`config.mk`:
```
export PLATFORM = sky130hd
export DESIGN_NAME = gamepad_report_change_events
export DESIGN_NICKNAME = d
export VERILOG_FILES = /design/src/rtl/gpce_pkg.sv /design/src/rtl/gpce_fifo.sv /design/src/rtl/gpce_front.sv /design/src/rtl/gpce_back.sv /design/src/rtl/gamepad_report_change_events.sv
export SDC_FILE = /design/constraint.sdc
export NUM_CORES = 1
export LEC_CHECK = 0
export CORE_MARGIN = 1
export CORE_UTILIZATION = 55
export DETAILED_ROUTE_END_ITERATION = 7
export DONT_BUFFER_PORTS = 1
export PLACE_DENSITY = 0.78
export SLEW_MARGIN = 10
export SYNTH_ARGS = -nofsm -noshare
export SYNTH_HDL_FRONTEND = slang
export SYNTH_SLANG_ARGS = --single-unit
```
`constraint.sdc`:
```
create_clock -name clock -period 12.68 [get_ports clock]
set_input_delay 1.902 -clock clock [delete_from_list [all_inputs] [get_ports clock]]
set_output_delay 1.902 -clock clock [all_outputs]
set_load 0.005 [all_outputs]
```
`src/rtl/gpce_pkg.sv`:
```
// Types, constants and codes of the gamepad change-event block.
// No dependencies.
`timescale 1ns / 1ps
`default_nettype none

package gpce_pkg;

   localparam int SLOT_COUNT   = 17;
   localparam int SLOT_BTN_LO  = 4;
   localparam int SLOT_HAT     = 12;
   localparam int SLOT_AXIS    = 13;
   localparam int REC_DEPTH    = 2;
   localparam int OUT_DEPTH    = 2;

   localparam logic [7:0]  THRESHOLD_RESET = 8'd30;
   localparam logic [14:0] DEADZONE_RESET  = 15'd10000;

   localparam logic CSR_THRESHOLD = 1'b0;
   localparam logic CSR_DEADZONE  = 1'b1;

   typedef enum logic [1:0] {
      EV_BUTTON = 2'd0,
      EV_HAT    = 2'd1,
      EV_AXIS   = 2'd2
   } event_kind_type;

   typedef struct packed {
      logic               device_present;
      logic [15:0]        digital_buttons;
      logic [63:0]        analog_buttons;
      logic signed [15:0] left_stick_x;
      logic signed [15:0] left_stick_y;
      logic signed [15:0] right_stick_x;
      logic signed [15:0] right_stick_y;
   } req_item_type;

   typedef struct packed {
      event_kind_type     event_kind;
      logic [3:0]         event_index;
      logic signed [15:0] event_value;
      logic               last_event;
   } rsp_item_type;

   // one poll with at least one change, slots in event order
   typedef struct packed {
      logic [SLOT_COUNT-1:0] change;
      logic [11:0]           buttons;
      logic [3:0]            hat;
      logic [3:0][15:0]      axes;
   } record_type;

endpackage

`default_nettype wire

```
`src/rtl/gpce_fifo.sv`:
```
// Small register queue, used between the front and back ends and at the result side.
// Depends on nothing but its parameters.
`timescale 1ns / 1ps
`default_nettype none

module gpce_fifo #(
   parameter type item_type = logic,
   parameter int  DEPTH     = 2
) (
   input  logic     clock,
   input  logic     reset,
   input  logic     push,
   input  item_type push_item,
   output logic     full,
   input  logic     pop,
   output item_type pop_item,
   output logic     empty
);

   localparam int AW = (DEPTH > 1) ? $clog2(DEPTH) : 1;
   localparam int CW = $clog2(DEPTH + 1);

   item_type        mem_ff [DEPTH];
   logic [AW-1:0]   wr_ptr_ff, wr_ptr_in;
   logic [AW-1:0]   rd_ptr_ff, rd_ptr_in;
   logic [CW-1:0]   count_ff, count_in;
   logic            do_push, do_pop;

   assign full     = (count_ff == CW'(DEPTH));
   assign empty    = (count_ff == '0);
   assign do_push  = push && !full;
   assign do_pop   = pop && !empty;
   assign pop_item = mem_ff[rd_ptr_ff];

   always_comb begin
      wr_ptr_in = wr_ptr_ff;
      rd_ptr_in = rd_ptr_ff;
      count_in  = count_ff;
      if (do_push) begin
         wr_ptr_in = (wr_ptr_ff == AW'(DEPTH - 1)) ? '0 : wr_ptr_ff + 1'b1;
      end
      if (do_pop) begin
         rd_ptr_in = (rd_ptr_ff == AW'(DEPTH - 1)) ? '0 : rd_ptr_ff + 1'b1;
      end
      if (do_push && !do_pop) begin
         count_in = count_ff + 1'b1;
      end else if (do_pop && !do_push) begin
         count_in = count_ff - 1'b1;
      end
   end

   always_ff @(posedge clock) begin
      if (do_push) begin
         mem_ff[wr_ptr_ff] <= push_item;
      end
   end

   always_ff @(posedge clock) begin
      if (reset) begin
         wr_ptr_ff <= '0;
         rd_ptr_ff <= '0;
         count_ff  <= '0;
      end else begin
         wr_ptr_ff <= wr_ptr_in;
         rd_ptr_ff <= rd_ptr_in;
         count_ff  <= count_in;
      end
   end

endmodule

`default_nettype wire

```
`src/rtl/gpce_front.sv`:
```
// Front end: takes a poll, shapes buttons, hat and axes, compares with the
// remembered state and writes a change record. Depends on gpce_pkg.
`timescale 1ns / 1ps
`default_nettype none

module gpce_front (
   input  logic                  clock,
   input  logic                  reset,
   input  logic                  req_push,
   input  gpce_pkg::req_item_type req_item,
   output logic                  req_full,
   input  logic [7:0]            press_threshold,
   input  logic [14:0]           axis_deadzone,
   output logic                  rec_push,
   output gpce_pkg::record_type  rec_item,
   input  logic                  rec_full
);

   function automatic logic [15:0] shape_axis(input logic signed [15:0] raw,
                                              input logic [14:0] dz,
                                              input logic negate);
      logic signed [16:0] v;
      logic signed [16:0] lim;
      logic signed [16:0] adj;
      begin
         v   = signed'({raw[15], raw});
         lim = signed'({2'b00, dz});
         if ((v < lim) && (v > -lim)) begin
            adj = '0;
         end else begin
            adj = v[16] ? v + 17'sd1 : v;
            if (negate) begin
               adj = -adj;
            end
         end
         return adj[15:0];
      end
   endfunction

   logic [11:0]      btn_ff, btn_in;
   logic [3:0]       hat_ff, hat_in;
   logic [3:0][15:0] axis_ff, axis_in;
   logic [11:0]      fresh;
   logic [3:0]       hat;
   logic [3:0][15:0] vals;
   logic [gpce_pkg::SLOT_COUNT-1:0] change;
   logic             accept;

   assign req_full = rec_full;
   assign accept   = req_push && !req_full && req_item.device_present;

   always_comb begin
      fresh[11:8] = req_item.digital_buttons[7:4];
      for (int k = 0; k < 8; k++) begin
         fresh[k] = (req_item.analog_buttons[8*k +: 8] > press_threshold);
      end
      hat = {req_item.digital_buttons[2], req_item.digital_buttons[1],
             req_item.digital_buttons[3], req_item.digital_buttons[0]};
      vals[0] = shape_axis(req_item.left_stick_x,  axis_deadzone, 1'b0);
      vals[1] = shape_axis(req_item.left_stick_y,  axis_deadzone, 1'b1);
      vals[2] = shape_axis(req_item.right_stick_x, axis_deadzone, 1'b0);
      vals[3] = shape_axis(req_item.right_stick_y, axis_deadzone, 1'b1);

      change[gpce_pkg::SLOT_BTN_LO-1:0] = fresh[11:8] ^ btn_ff[11:8];
      change[gpce_pkg::SLOT_HAT-1:gpce_pkg::SLOT_BTN_LO] = fresh[7:0] ^ btn_ff[7:0];
      change[gpce_pkg::SLOT_HAT] = (hat != hat_ff);
      for (int k = 0; k < 4; k++) begin
         change[gpce_pkg::SLOT_AXIS + k] = (vals[k] != axis_ff[k]);
      end
   end

   always_comb begin
      rec_item.change  = change;
      rec_item.buttons = fresh;
      rec_item.hat     = hat;
      rec_item.axes    = vals;
      rec_push         = accept && (change != '0);
      btn_in           = accept ? fresh : btn_ff;
      hat_in           = accept ? hat   : hat_ff;
      axis_in          = accept ? vals  : axis_ff;
   end

   always_ff @(posedge clock) begin
      if (reset) begin
         btn_ff  <= '0;
         hat_ff  <= '0;
         axis_ff <= '0;
      end else begin
         btn_ff  <= btn_in;
         hat_ff  <= hat_in;
         axis_ff <= axis_in;
      end
   end

endmodule

`default_nettype wire

```
`src/rtl/gpce_back.sv`:
```
// Back end: drains one change record, one event per cycle in event order
// while the result queue has room. Depends on gpce_pkg.
`timescale 1ns / 1ps
`default_nettype none

module gpce_back (
   input  logic                   clock,
   input  logic                   reset,
   input  logic                   rec_empty,
   input  gpce_pkg::record_type   rec_item,
   output logic                   rec_pop,
   input  logic                   out_full,
   output logic                   out_push,
   output gpce_pkg::rsp_item_type out_item
);

   localparam int SW = $clog2(gpce_pkg::SLOT_COUNT);

   logic [gpce_pkg::SLOT_COUNT-1:0] mask_ff, mask_in, rest;
   gpce_pkg::record_type            cur_ff, cur_in;
   logic [SW-1:0]                   sel;
   logic [3:0]                      btn_idx;
   logic [1:0]                      axis_idx;
   logic                            last;

   always_comb begin
      sel = '0;
      for (int k = gpce_pkg::SLOT_COUNT - 1; k >= 0; k--) begin
         if (mask_ff[k]) begin
            sel = SW'(k);
         end
      end
      rest = mask_ff & ~(gpce_pkg::SLOT_COUNT'(1) << sel);
      last = (rest == '0);
   end

   always_comb begin
      btn_idx  = '0;
      axis_idx = '0;
      out_item.last_event = last;
      priority if (sel < SW'(gpce_pkg::SLOT_BTN_LO)) begin
         btn_idx = 4'(sel + SW'(8));
         out_item.event_kind  = gpce_pkg::EV_BUTTON;
         out_item.event_index = btn_idx;
         out_item.event_value = {15'd0, cur_ff.buttons[btn_idx]};
      end else if (sel < SW'(gpce_pkg::SLOT_HAT)) begin
         btn_idx = 4'(sel - SW'(gpce_pkg::SLOT_BTN_LO));
         out_item.event_kind  = gpce_pkg::EV_BUTTON;
         out_item.event_index = btn_idx;
         out_item.event_value = {15'd0, cur_ff.buttons[btn_idx]};
      end else if (sel == SW'(gpce_pkg::SLOT_HAT)) begin
         out_item.event_kind  = gpce_pkg::EV_HAT;
         out_item.event_index = '0;
         out_item.event_value = {12'd0, cur_ff.hat};
      end else begin
         axis_idx = 2'(sel - SW'(gpce_pkg::SLOT_AXIS));
         out_item.event_kind  = gpce_pkg::EV_AXIS;
         out_item.event_index = {2'b00, axis_idx};
         out_item.event_value = cur_ff.axes[axis_idx];
      end
   end

   always_comb begin
      out_push = (mask_ff != '0) && !out_full;
      rec_pop  = !rec_empty && ((mask_ff == '0) || (out_push && last));
      mask_in  = out_push ? rest : mask_ff;
      cur_in   = cur_ff;
      if (rec_pop) begin
         mask_in = rec_item.change;
         cur_in  = rec_item;
      end
   end

   always_ff @(posedge clock) begin
      cur_ff <= cur_in;
   end

   always_ff @(posedge clock) begin
      if (reset) begin
         mask_ff <= '0;
      end else begin
         mask_ff <= mask_in;
      end
   end

endmodule

`default_nettype wire

```
`src/rtl/gamepad_report_change_events.sv`:
```
// Top level of the gamepad change-event block: register port, front end,
// record queue, back end and result queue. Depends on gpce_pkg, gpce_front, gpce_fifo and gpce_back.
//
//   channel   ports                        moves
//   req       req_push / req_full          one poll per item
//   rsp       rsp_empty / rsp_pop          one change event per item
//   csr       csr_psel ... csr_prdata      press_threshold at 0, axis_deadzone at 4
//
// A poll is taken whenever the record queue has room.
// The back end gives one event per cycle while the result queue has room, so a poll
// with n changes (at most 17) gives n events; the next record follows without a gap.
// A poll's results pass the record queue, the back end and the result queue before they appear.
// A full result queue stalls the back end, then the record queue, then req_full.
// Reset clears the remembered state and both queues.
`timescale 1ns / 1ps
`default_nettype none

module gamepad_report_change_events #(
   parameter int REC_DEPTH = gpce_pkg::REC_DEPTH,
   parameter int OUT_DEPTH = gpce_pkg::OUT_DEPTH
) (
   input  logic                   clock,
   input  logic                   reset,
   input  logic                   req_push,
   input  gpce_pkg::req_item_type req_item,
   output logic                   req_full,
   output logic                   rsp_empty,
   input  logic                   rsp_pop,
   output gpce_pkg::rsp_item_type rsp_item,
   input  logic                   csr_psel,
   input  logic                   csr_penable,
   input  logic                   csr_pwrite,
   input  logic [2:0]             csr_paddr,
   input  logic [31:0]            csr_pwdata,
   output logic [31:0]            csr_prdata,
   output logic                   csr_pready
);

   logic [7:0]             threshold_ff, threshold_in;
   logic [14:0]            deadzone_ff, deadzone_in;
   logic                   csr_write;
   logic                   rec_push, rec_full, rec_pop, rec_empty;
   gpce_pkg::record_type   rec_wr, rec_rd;
   logic                   out_push, out_full;
   gpce_pkg::rsp_item_type out_item;

   assign csr_pready = 1'b1;
   assign csr_write  = csr_psel && csr_penable && csr_pwrite && csr_pready;

   always_comb begin
      threshold_in = threshold_ff;
      deadzone_in  = deadzone_ff;
      unique case (csr_paddr[2])
         gpce_pkg::CSR_THRESHOLD: begin
            csr_prdata = {24'd0, threshold_ff};
            if (csr_write) begin
               threshold_in = csr_pwdata[7:0];
            end
         end
         gpce_pkg::CSR_DEADZONE: begin
            csr_prdata = {17'd0, deadzone_ff};
            if (csr_write) begin
               deadzone_in = csr_pwdata[14:0];
            end
         end
      endcase
   end

   always_ff @(posedge clock) begin
      if (reset) begin
         threshold_ff <= gpce_pkg::THRESHOLD_RESET;
         deadzone_ff  <= gpce_pkg::DEADZONE_RESET;
      end else begin
         threshold_ff <= threshold_in;
         deadzone_ff  <= deadzone_in;
      end
   end

   gpce_front u_front (
      .clock           (clock),
      .reset           (reset),
      .req_push        (req_push),
      .req_item        (req_item),
      .req_full        (req_full),
      .press_threshold (threshold_ff),
      .axis_deadzone   (deadzone_ff),
      .rec_push        (rec_push),
      .rec_item        (rec_wr),
      .rec_full        (rec_full)
   );

   gpce_fifo #(
      .item_type (gpce_pkg::record_type),
      .DEPTH     (REC_DEPTH)
   ) u_rec_queue (
      .clock     (clock),
      .reset     (reset),
      .push      (rec_push),
      .push_item (rec_wr),
      .full      (rec_full),
      .pop       (rec_pop),
      .pop_item  (rec_rd),
      .empty     (rec_empty)
   );

   gpce_back u_back (
      .clock     (clock),
      .reset     (reset),
      .rec_empty (rec_empty),
      .rec_item  (rec_rd),
      .rec_pop   (rec_pop),
      .out_full  (out_full),
      .out_push  (out_push),
      .out_item  (out_item)
   );

   gpce_fifo #(
      .item_type (gpce_pkg::rsp_item_type),
      .DEPTH     (OUT_DEPTH)
   ) u_out_queue (
      .clock     (clock),
      .reset     (reset),
      .push      (out_push),
      .push_item (out_item),
      .full      (out_full),
      .pop       (rsp_pop),
      .pop_item  (rsp_item),
      .empty     (rsp_empty)
   );

endmodule

`default_nettype wire

```
; ---- After elaboration in Yosys (flattened, before gate mapping)
; Memory sizes are Yosys's and may differ from the RTL's. A register that Yosys moved wholly into a read port is not among the register bits.
; Index checks and enable logic that the tools add are counted.
[totals]
reg_bits = 208
n_memories = 2
output_inout_bits = 58
ramBits = 240
latch_bits = 0
romBits = 0
word_cells = 169
input_bits = 187
[mem_list]
columns = memory, depth, word_bits, rd, rd_clocked_by_memory_dff, wr, line
row1 = u_rec_queue.mem_ff, 2, 97, 1, 1, 1, gpce_fifo.sv:23  ; item_type mem_ff [DEPTH];
row2 = u_out_queue.mem_ff, 2, 23, 1, 1, 1, gpce_fifo.sv:23
[op_classes]
mux = 53
bitwise_logic = 5
div = 0
n_shift = 1
eq_ne = 8
n_mul = 0
n_addsub = 18
reduce_logical = 40
n_lt_le_gt_ge = 21
[op_table]
columns = cell, count
row1 = $mux W16, 9
row2 = $mux W5, 17
row3 = $gt A16 B17 Y1, 4
row4 = $mux W22, 3
row5 = $add A16 B2 Y16 const B, 4
row6 = $gt A8 B8 Y1, 8
row7 = $lt A16 B16 Y1, 4
row8 = $ne A16 B16 Y1, 4
row9 = $pmux W32 S2, 1
row10 = $logic_not A17 Y1, 2
row11 = $mux W17, 2
row12 = $reduce_bool A17 Y1, 2
row13 = $bmux W16 S2, 1
row14 = $neg A16 Y16, 2
row15 = $logic_and A1 B1 Y1, 20
row16 = $and A17 B17 Y17, 1
row17 = $neg A15 Y17, 1
row18 = $not A17 Y17, 1
row19 = $shl A1 B5 Y17 const A, 1
row20 = $mux W1, 14
row21 = $lt A4 B5 Y1 const B, 2
row22 = $bmux W1 S4, 2
row23 = $logic_not A1 Y1, 8
row24 = $mux W2, 4
row25 = 18 further kinds, 29

; ---- Longest topological paths before layout
; Gate-level depths: netlist of run 1.
[logic_depth]
depth_word = 28
mapped_depth = 25
ltp_nobuf = 22

; ---- Modules after synthesis
; From an unflattened synthesis of run 1, not the netlist that was laid out.
[unflattened]
hier_cells = 2454
hier_area_um2 = 26482.9
[by_module_without_submodules]
columns = module, area_each_um2, instances, cells_per_inst, seq_area_each_um2
row1 = gpce_front, 11686.2, 1, 1599, 1601.5
row2 = gpce_fifo (u_rec_queue), 7334.5, 1, 327, 5925.7
row3 = gpce_back, 4311.6, 1, 298, 2742.6
row4 = gpce_fifo (u_out_queue), 1868.0, 1, 96, 1481.4
row5 = gamepad_report_change_events, 1282.5, 1, 134, 460.4

; ---- Least setup slack after synthesis of run 1
; OpenSTA, ideal clock, no wires.
[synth_timing]
path_type = in2reg
startpoint = in req_item[0] (netlist bit)
endpoint = mem u_rec_queue.mem_ff[1][0] (netlist bit) (enable)
t_arrival_ns = 11.774
n_path_buf = 1
setup_ns = 0.692
t_required_ns = 11.988
slack_ns = 0.214
stages = 12
path_cell_list = clkbuf_1 or4_1 o31ai_1 nand3_1 a2111oi_1 mux2_2 xnor2_1 o22a_1 o2111a_1 nand4_1 nor4_1 nor3b_1
[synth_rtl]
columns = element, line
row1 = "start, declared", gamepad_report_change_events.sv:25  ; input gpce_pkg::req_item_type req_item,
row2 = "end, declared", gpce_fifo.sv:23

==> metrics, run 1 <==
share of cells above drive strength 1=0.09652; violated checks=design-rule violations; Worst EP required=12880 ps; CTS tree=built; TritonCTS buffer count=45; Final Cycle Share=0.6558; setup slack, reg-to-reg=4360 ps; CTS-repair resized insts=0; gr usage total=0.2813; grt ovf=0; die height=219.7 µm; antenna cells=0; die area=48270 µm²; Pleak=0.01021 µW; Syn Area/Cell=10.61 µm²; vias in the first global route=18.81k; Nets=2793; area added between synthesis and finish=6.772%; H-tree Lvls=2; clock skew=17.30 ps; drt total wl=67600 µm; count of final hold-check violations=0; DR pass1 iterations=8; Area contributors post-synth=edfxtp_1 (37%), dfxtp_1 (10%), ha_1 (9.4%); Setup TNS Final=0 ps; number of flops mapped to enable cells by yosys=320; leading area contributor after synthesis=edfxtp_1; worst-skew pair later-pin latency=590 ps; pin count of the biggest net entering global routing=132; Slew HR=0.1632; die width=219.7 µm; area of the core=46650 µm²; Yosys Warn Count=0; crit-path max FO=85; Initial DRC Count=1665; post-synthesis instance area=26070 µm²; Yosys cell types=86; Clock Pin Slew Worst Setup and Hold Paths=60 ps; fin crit period=8316 ps; critical path arrival=8510 ps; Post-Syn Instances=2456; Synth Flop Type=edfxtp_1; top post-synthesis cells by count=edfxtp_1 (320), nand2_1 (272), ha_1 (195), nor2_1 (188), a21oi_1 (153); CTS Hold Bufs=0; Post-DRT Antenna Nets=0; maximum clock insertion buffer count=3; dpl cells=2971; IO Port Bufs=0; std cell rows=79; ys async rst share=0; CP Class=flop to flop; first-pass GRT wire length=104300 µm; vias post-DR=19.30k; TritonCTS Sinks=450; RSZ-0062 raised after global routing=false; Hold WC Path Type=flop to flop; hold_ws=464.8 ps; endpoints failing setup=0; final slew viol count=0; initial antenna violation count=0; number of remaining DRC errors=13; initial core utilization=0.5587; post-synthesis register bit count=450; hpwl dp=49480 µm; gp weighted congestion=0.9498; Finished Layout Cells=3052; PwrDens=198.0 nW/µm²; CP startpoint kind=flop; critical path endpoint category=flop; status=finished with violations; Top Ports=245; top-count cell post-synth=edfxtp_1; root buffer selected by CTS=clkbuf_16; Vias/cell=6.324; post-DR wirelength/cell=22.15 µm; postcts setup bufs=0; sequential fraction of the synthesis area=0.4685; MaxCap Viol Count=0; Yosys top cell area share=0.3686; Max Fclk=120.2 MHz; Worst Tran Pin Value=1255 ps; VDD IR max=211.8 µV
[path summary, 6_finish.rpt]
kind	endpoint	startpoint	depth (start not counted)
min	u_front.btn_ff[10]	u_front.btn_ff[10]	2
max	u_rec_queue.mem_ff[1][80]	deadzone_ff[1]	19
max reg2reg	u_rec_queue.mem_ff[1][80]	deadzone_ff[1]	19
min reg2reg	u_front.btn_ff[10]	u_front.btn_ff[10]	2
[sequential cells by signal (all words and copies together), names as in the netlist, named ones only]
name and count:
deadzone_ff 15, u_back.mask_ff 17, u_rec_queue.rd_ptr_ff 1, u_out_queue.mem_ff 46, u_out_queue.wr_ptr_ff 1, u_rec_queue.wr_ptr_ff 1
threshold_ff 8, u_front.btn_ff 12, u_out_queue.count_ff 2, u_front.hat_ff 4, u_out_queue.rd_ptr_ff 1, u_rec_queue.count_ff 2
u_back.cur_ff 80, u_front.axis_ff 64, u_rec_queue.mem_ff 194
[final cells by class]
| type | instances | area, µm² |
|---|---|---|
| Sequential cell | 450 | 12220 |
| Clock inverter | 22 | 162.7 |
| Timing Repair Buffer | 15 | 112.6 |
| Inverter | 78 | 292.8 |
| Clock buffer | 59 | 1189 |
| Fill cell | 3752 | 18820 |
| Multi-Input combinational cell | 1821 | 13100 |
| Tap cell | 607 | 759.5 |
[layer usage]
| metal | vias up | global-route usage | routed length [µm] |
|---|---|---|---|
| met3 | 134 | 0.05466 | 5134 |
| met2 | 760 | 0.4594 | 31520 |
| li1 | 9049 | - | - |
| met4 | 0 | 0.09839 | 2194 |
| met5 | - | 0 | 0 |
| met1 | 9358 | 0.3732 | 28740 |
[through the flow]
stage	worst slack, ps	area (µm²)	util	power, µW
after floorplan	214.5	26130	-	3718
after global placement	4518	26480	0.5676	4248
after detailed placement	4401	26480	0.5676	4307
after CTS	4349	27830	0.5966	5545
after global routing	3744	27830	0.5966	5812
final	4364	27830	0.5966	5512
[power breakdown]
| group | switching, µW | leakage (µW) | internal, µW | total (µW) |
|---|---|---|---|---|
| Combinational | 1210 | 0.00553 | 807 | 2020 |
| Sequential | 157 | 0.00402 | 2100 | 2260 |
| Clock | 565 | 0.000657 | 669 | 1230 |
| Total | 1940 | 0.0102 | 3570 | 5510 |
[kinds of logic after synthesis]
family / share of synthesized area
adder cells (fa/ha/maj): 0.09360
XOR/XNOR: 0.05054
other: 0.0002881
flip-flops: 0.4685
buffers and inverters: 0.03278
AND/OR/NAND/NOR: 0.1477
AO/OA/AOI/OAI: 0.1293
multiplexers: 0.07728
[worst max-delay path, cell delays in order (launching register included)]
cell      delay (ps)
dfxtp_1          350
inv_1            320
ha_1             280
or4b_1           630
nor4_1           530
nand3_1          180
xnor2_1          600
ha_1             270
a211oi_1          80
o21ai_0          290
a311o_1          170
o22ai_1           70
a211oi_1         360
a21o_1           730
and3b_1          260
a221o_1          320
nand4_1          380
nor4_1           190
nor3b_2          840
buf_4           1010
[cells in the final DEF, fill, tap and decap left out, types with 38 or more instances in the layout]
master     synthesis  layout
clkbuf_16          0      45
xnor2_1           75      75
nor2_1           188     187
dfxtp_1          130     129
inv_1             78      77
o21ai_0           69      68
o21a_1            38      38
edfxtp_1         320     320
ha_1             195     195
xor2_1            53      53
nand3_1           51      50
mux2_2           106     106
nand2_1          272     272
mux2i_1           46      46
nand4_1           50      50
a21oi_1          153     153
nor3_1            50      49
(Power assumes the default switching activity.)
==> inputs of run 2 (changes only) <==
- clock period: 12.68 -> 6.69 ns (I/O delays scaled with it)
==> metrics, run 2 (synthesized netlist as in run 1, its figures left out) <==
Clock power frac=0.255 (+0.031); CTS-repair resized insts=0 (unchanged); worst-skew pair later-pin latency=580 ps (about the same); CTS tree=built; die height=219.7 µm (unchanged); DR pass1 iterations=7 (-1); gp weighted congestion=0.9904 (+4.3%); CP startpoint kind=flop; Hold WC Path Type=flop to flop; pin count of the biggest net entering global routing=132 (unchanged); Setup TNS Final=0 ps (unchanged); Clock Pin Slew Worst Setup and Hold Paths=60 ps (about the same); MaxCap Viol Count=0 (unchanged); area added between synthesis and finish=8.606%; Final Cycle Share=0.9475 (+0.2916); Seq pwr share=0.391 (-0.018); number of remaining DRC errors=18 (+5); vias in the first global route=18.57k (-1.3%); maximum clock insertion buffer count=3 (unchanged); final slew viol count=0 (unchanged); gr usage total=0.2805 (-0.0007725); die width=219.7 µm (unchanged); antenna cells=0 (unchanged); vias post-DR=19.29k (-0.073%); Power Total=10920 µW (+98%); Largest Register=u_rec_queue.mem_ff; Nets=2799 (+0.21%); area of the core=46650 µm² (unchanged); post-DR wirelength/cell=21.95 µm (-0.90%); Top Ports=245 (unchanged); Vias/cell=6.299 (-0.40%); std cell rows=79 (unchanged); clock skew=23.86 ps (+6.563 ps); CP Class=flop to flop; Worst EP required=7200 ps (-5680 ps); PwrDens=385.7 nW/µm² (+95%); Final Cell Area=28310 µm² (+1.7%); Slew HR=0.2145 (+0.05135); TritonCTS buffer count=46 (+2.2%); Gate power share=0.354 (-0.013); Post-DRT Antenna Nets=0 (unchanged); TritonCTS Sinks=450 (unchanged); Worst Tran Pin Value=1174 ps (-81.36 ps); root buffer selected by CTS=clkbuf_16; initial core utilization=0.5587 (unchanged); Int Power=7220 µW (+100%); hpwl dp=49250 µm (-0.47%); initial antenna violation count=0 (unchanged); commonest non-fill, non-tap cell in the layout=edfxtp_1; share of cells above drive strength 1=0.1088 (+0.01223); status=finished with violations; placed cell area=26640 µm² (+0.59%); switching share of power=0.3387 (-0.01277); Fill cells=3715 (-0.99%); endpoints failing setup=0 (unchanged); RSZ-0062 raised after global routing=false; H-tree Lvls=2 (unchanged); switching power=3698 µW (+91%); CTS Hold Bufs=0 (unchanged); most frequent cells in the layout=edfxtp_1 (320), nand2_1 (272), ha_1 (194); VDD IR max=469.1 µV (+120%); postcts setup bufs=0 (unchanged); critical path endpoint category=flop; Initial DRC Count=1819 (+9.2%); max reg flops=194 (unchanged); Pleak=0.01044 µW (+2.3%); Top Registers=u_rec_queue.mem_ff: 194 flops, u_back.cur_ff: 80 flops, u_front.axis_ff: 64 flops; crit-path max FO=13 (-85%); first-pass GRT wire length=103700 µm (-0.55%); drt total wl=67200 µm (-0.58%); fin crit period=6338 ps (-1978 ps); critical path arrival=6850 ps (-1660 ps); count of final hold-check violations=0 (unchanged); die area=48270 µm² (unchanged); IO Port Bufs=0 (unchanged); violated checks=design-rule violations; Max Fclk=157.8 MHz (+31%); grt ovf=0 (unchanged)
==> run 2: worst max-delay path: stages, from the launching register on <==
cell	delay, ps
dfxtp_4	360
inv_4	110
ha_4	160
or4b_1	530
nor4_4	400
nand3_1	180
xnor2_2	370
ha_1	330
a211oi_2	200
o21ai_1	140
a311o_1	310
o22ai_1	180
a211oi_2	100
a21o_1	310
a2111o_1	320
a2111oi_0	460
nand4_1	170
buf_4	210
nor4_4	450
nor2_1	80
ha_1	350
or3_1	360
a21oi_1	160
==> run 2: final timing paths <==
path	startpoint	slack (ps)	endpoint	cells past startpoint
setup / recovery	deadzone_ff[1]	350	u_rec_queue.count_ff[1]	22
hold / removal	u_front.btn_ff[10]	460	u_front.btn_ff[10]	2
setup reg to reg	deadzone_ff[1]	350	u_rec_queue.count_ff[1]	22
hold reg to reg	u_front.btn_ff[10]	460	u_front.btn_ff[10]	2
==> run 2: through the flow <==
stage / util / std cells / hold slack [ps] / setup slack (ps)
2_1_floorplan: - / 2472 / 446.0 / -159.9
3_3_place_gp: 0.5709 / 2976 / 447.6 / 566.1
3_5_place_dp: 0.5709 / 2976 / 452.0 / 420.8
4_1_cts: 0.6067 / 3062 / 460.4 / 379.7
5_1_grt: 0.6068 / 3062 / 478.9 / 44.68
6_report: 0.6068 / 3062 / 463.3 / 351.5
==> run 2: area by class of cell <==
type / count / area, µm² / area share
clock inverter: 33 / 430.4 / 0.01520
sequential: 450 / 12220 / 0.4317
inverter: 78 / 295.3 / 0.01043
clock buffer: 53 / 1239 / 0.04375
tap: 607 / 759.5 / 0.02683
multi-input combinational: 1821 / 13180 / 0.4655
timing repair buffer: 20 / 187.7 / 0.006629
==> run 2: routing by layer <==
metal  global-route usage  part of all wire  wire length (µm)
met1               0.3877              0.43             28930
met2               0.4370              0.45             30580
met3              0.04955             0.078              5210
met4               0.1133             0.037              2487
met5                    0                 0                 0
==> run 2: power by group through the flow <==
stage	registers, µW	logic, µW	clock network, µW
CTS	4280	3870	2820
floorplan	4190	2840	0
finish	4270	3860	2780
global placement	4300	3730	0
detailed placement	4340	3820	0
global route	4330	4220	2940
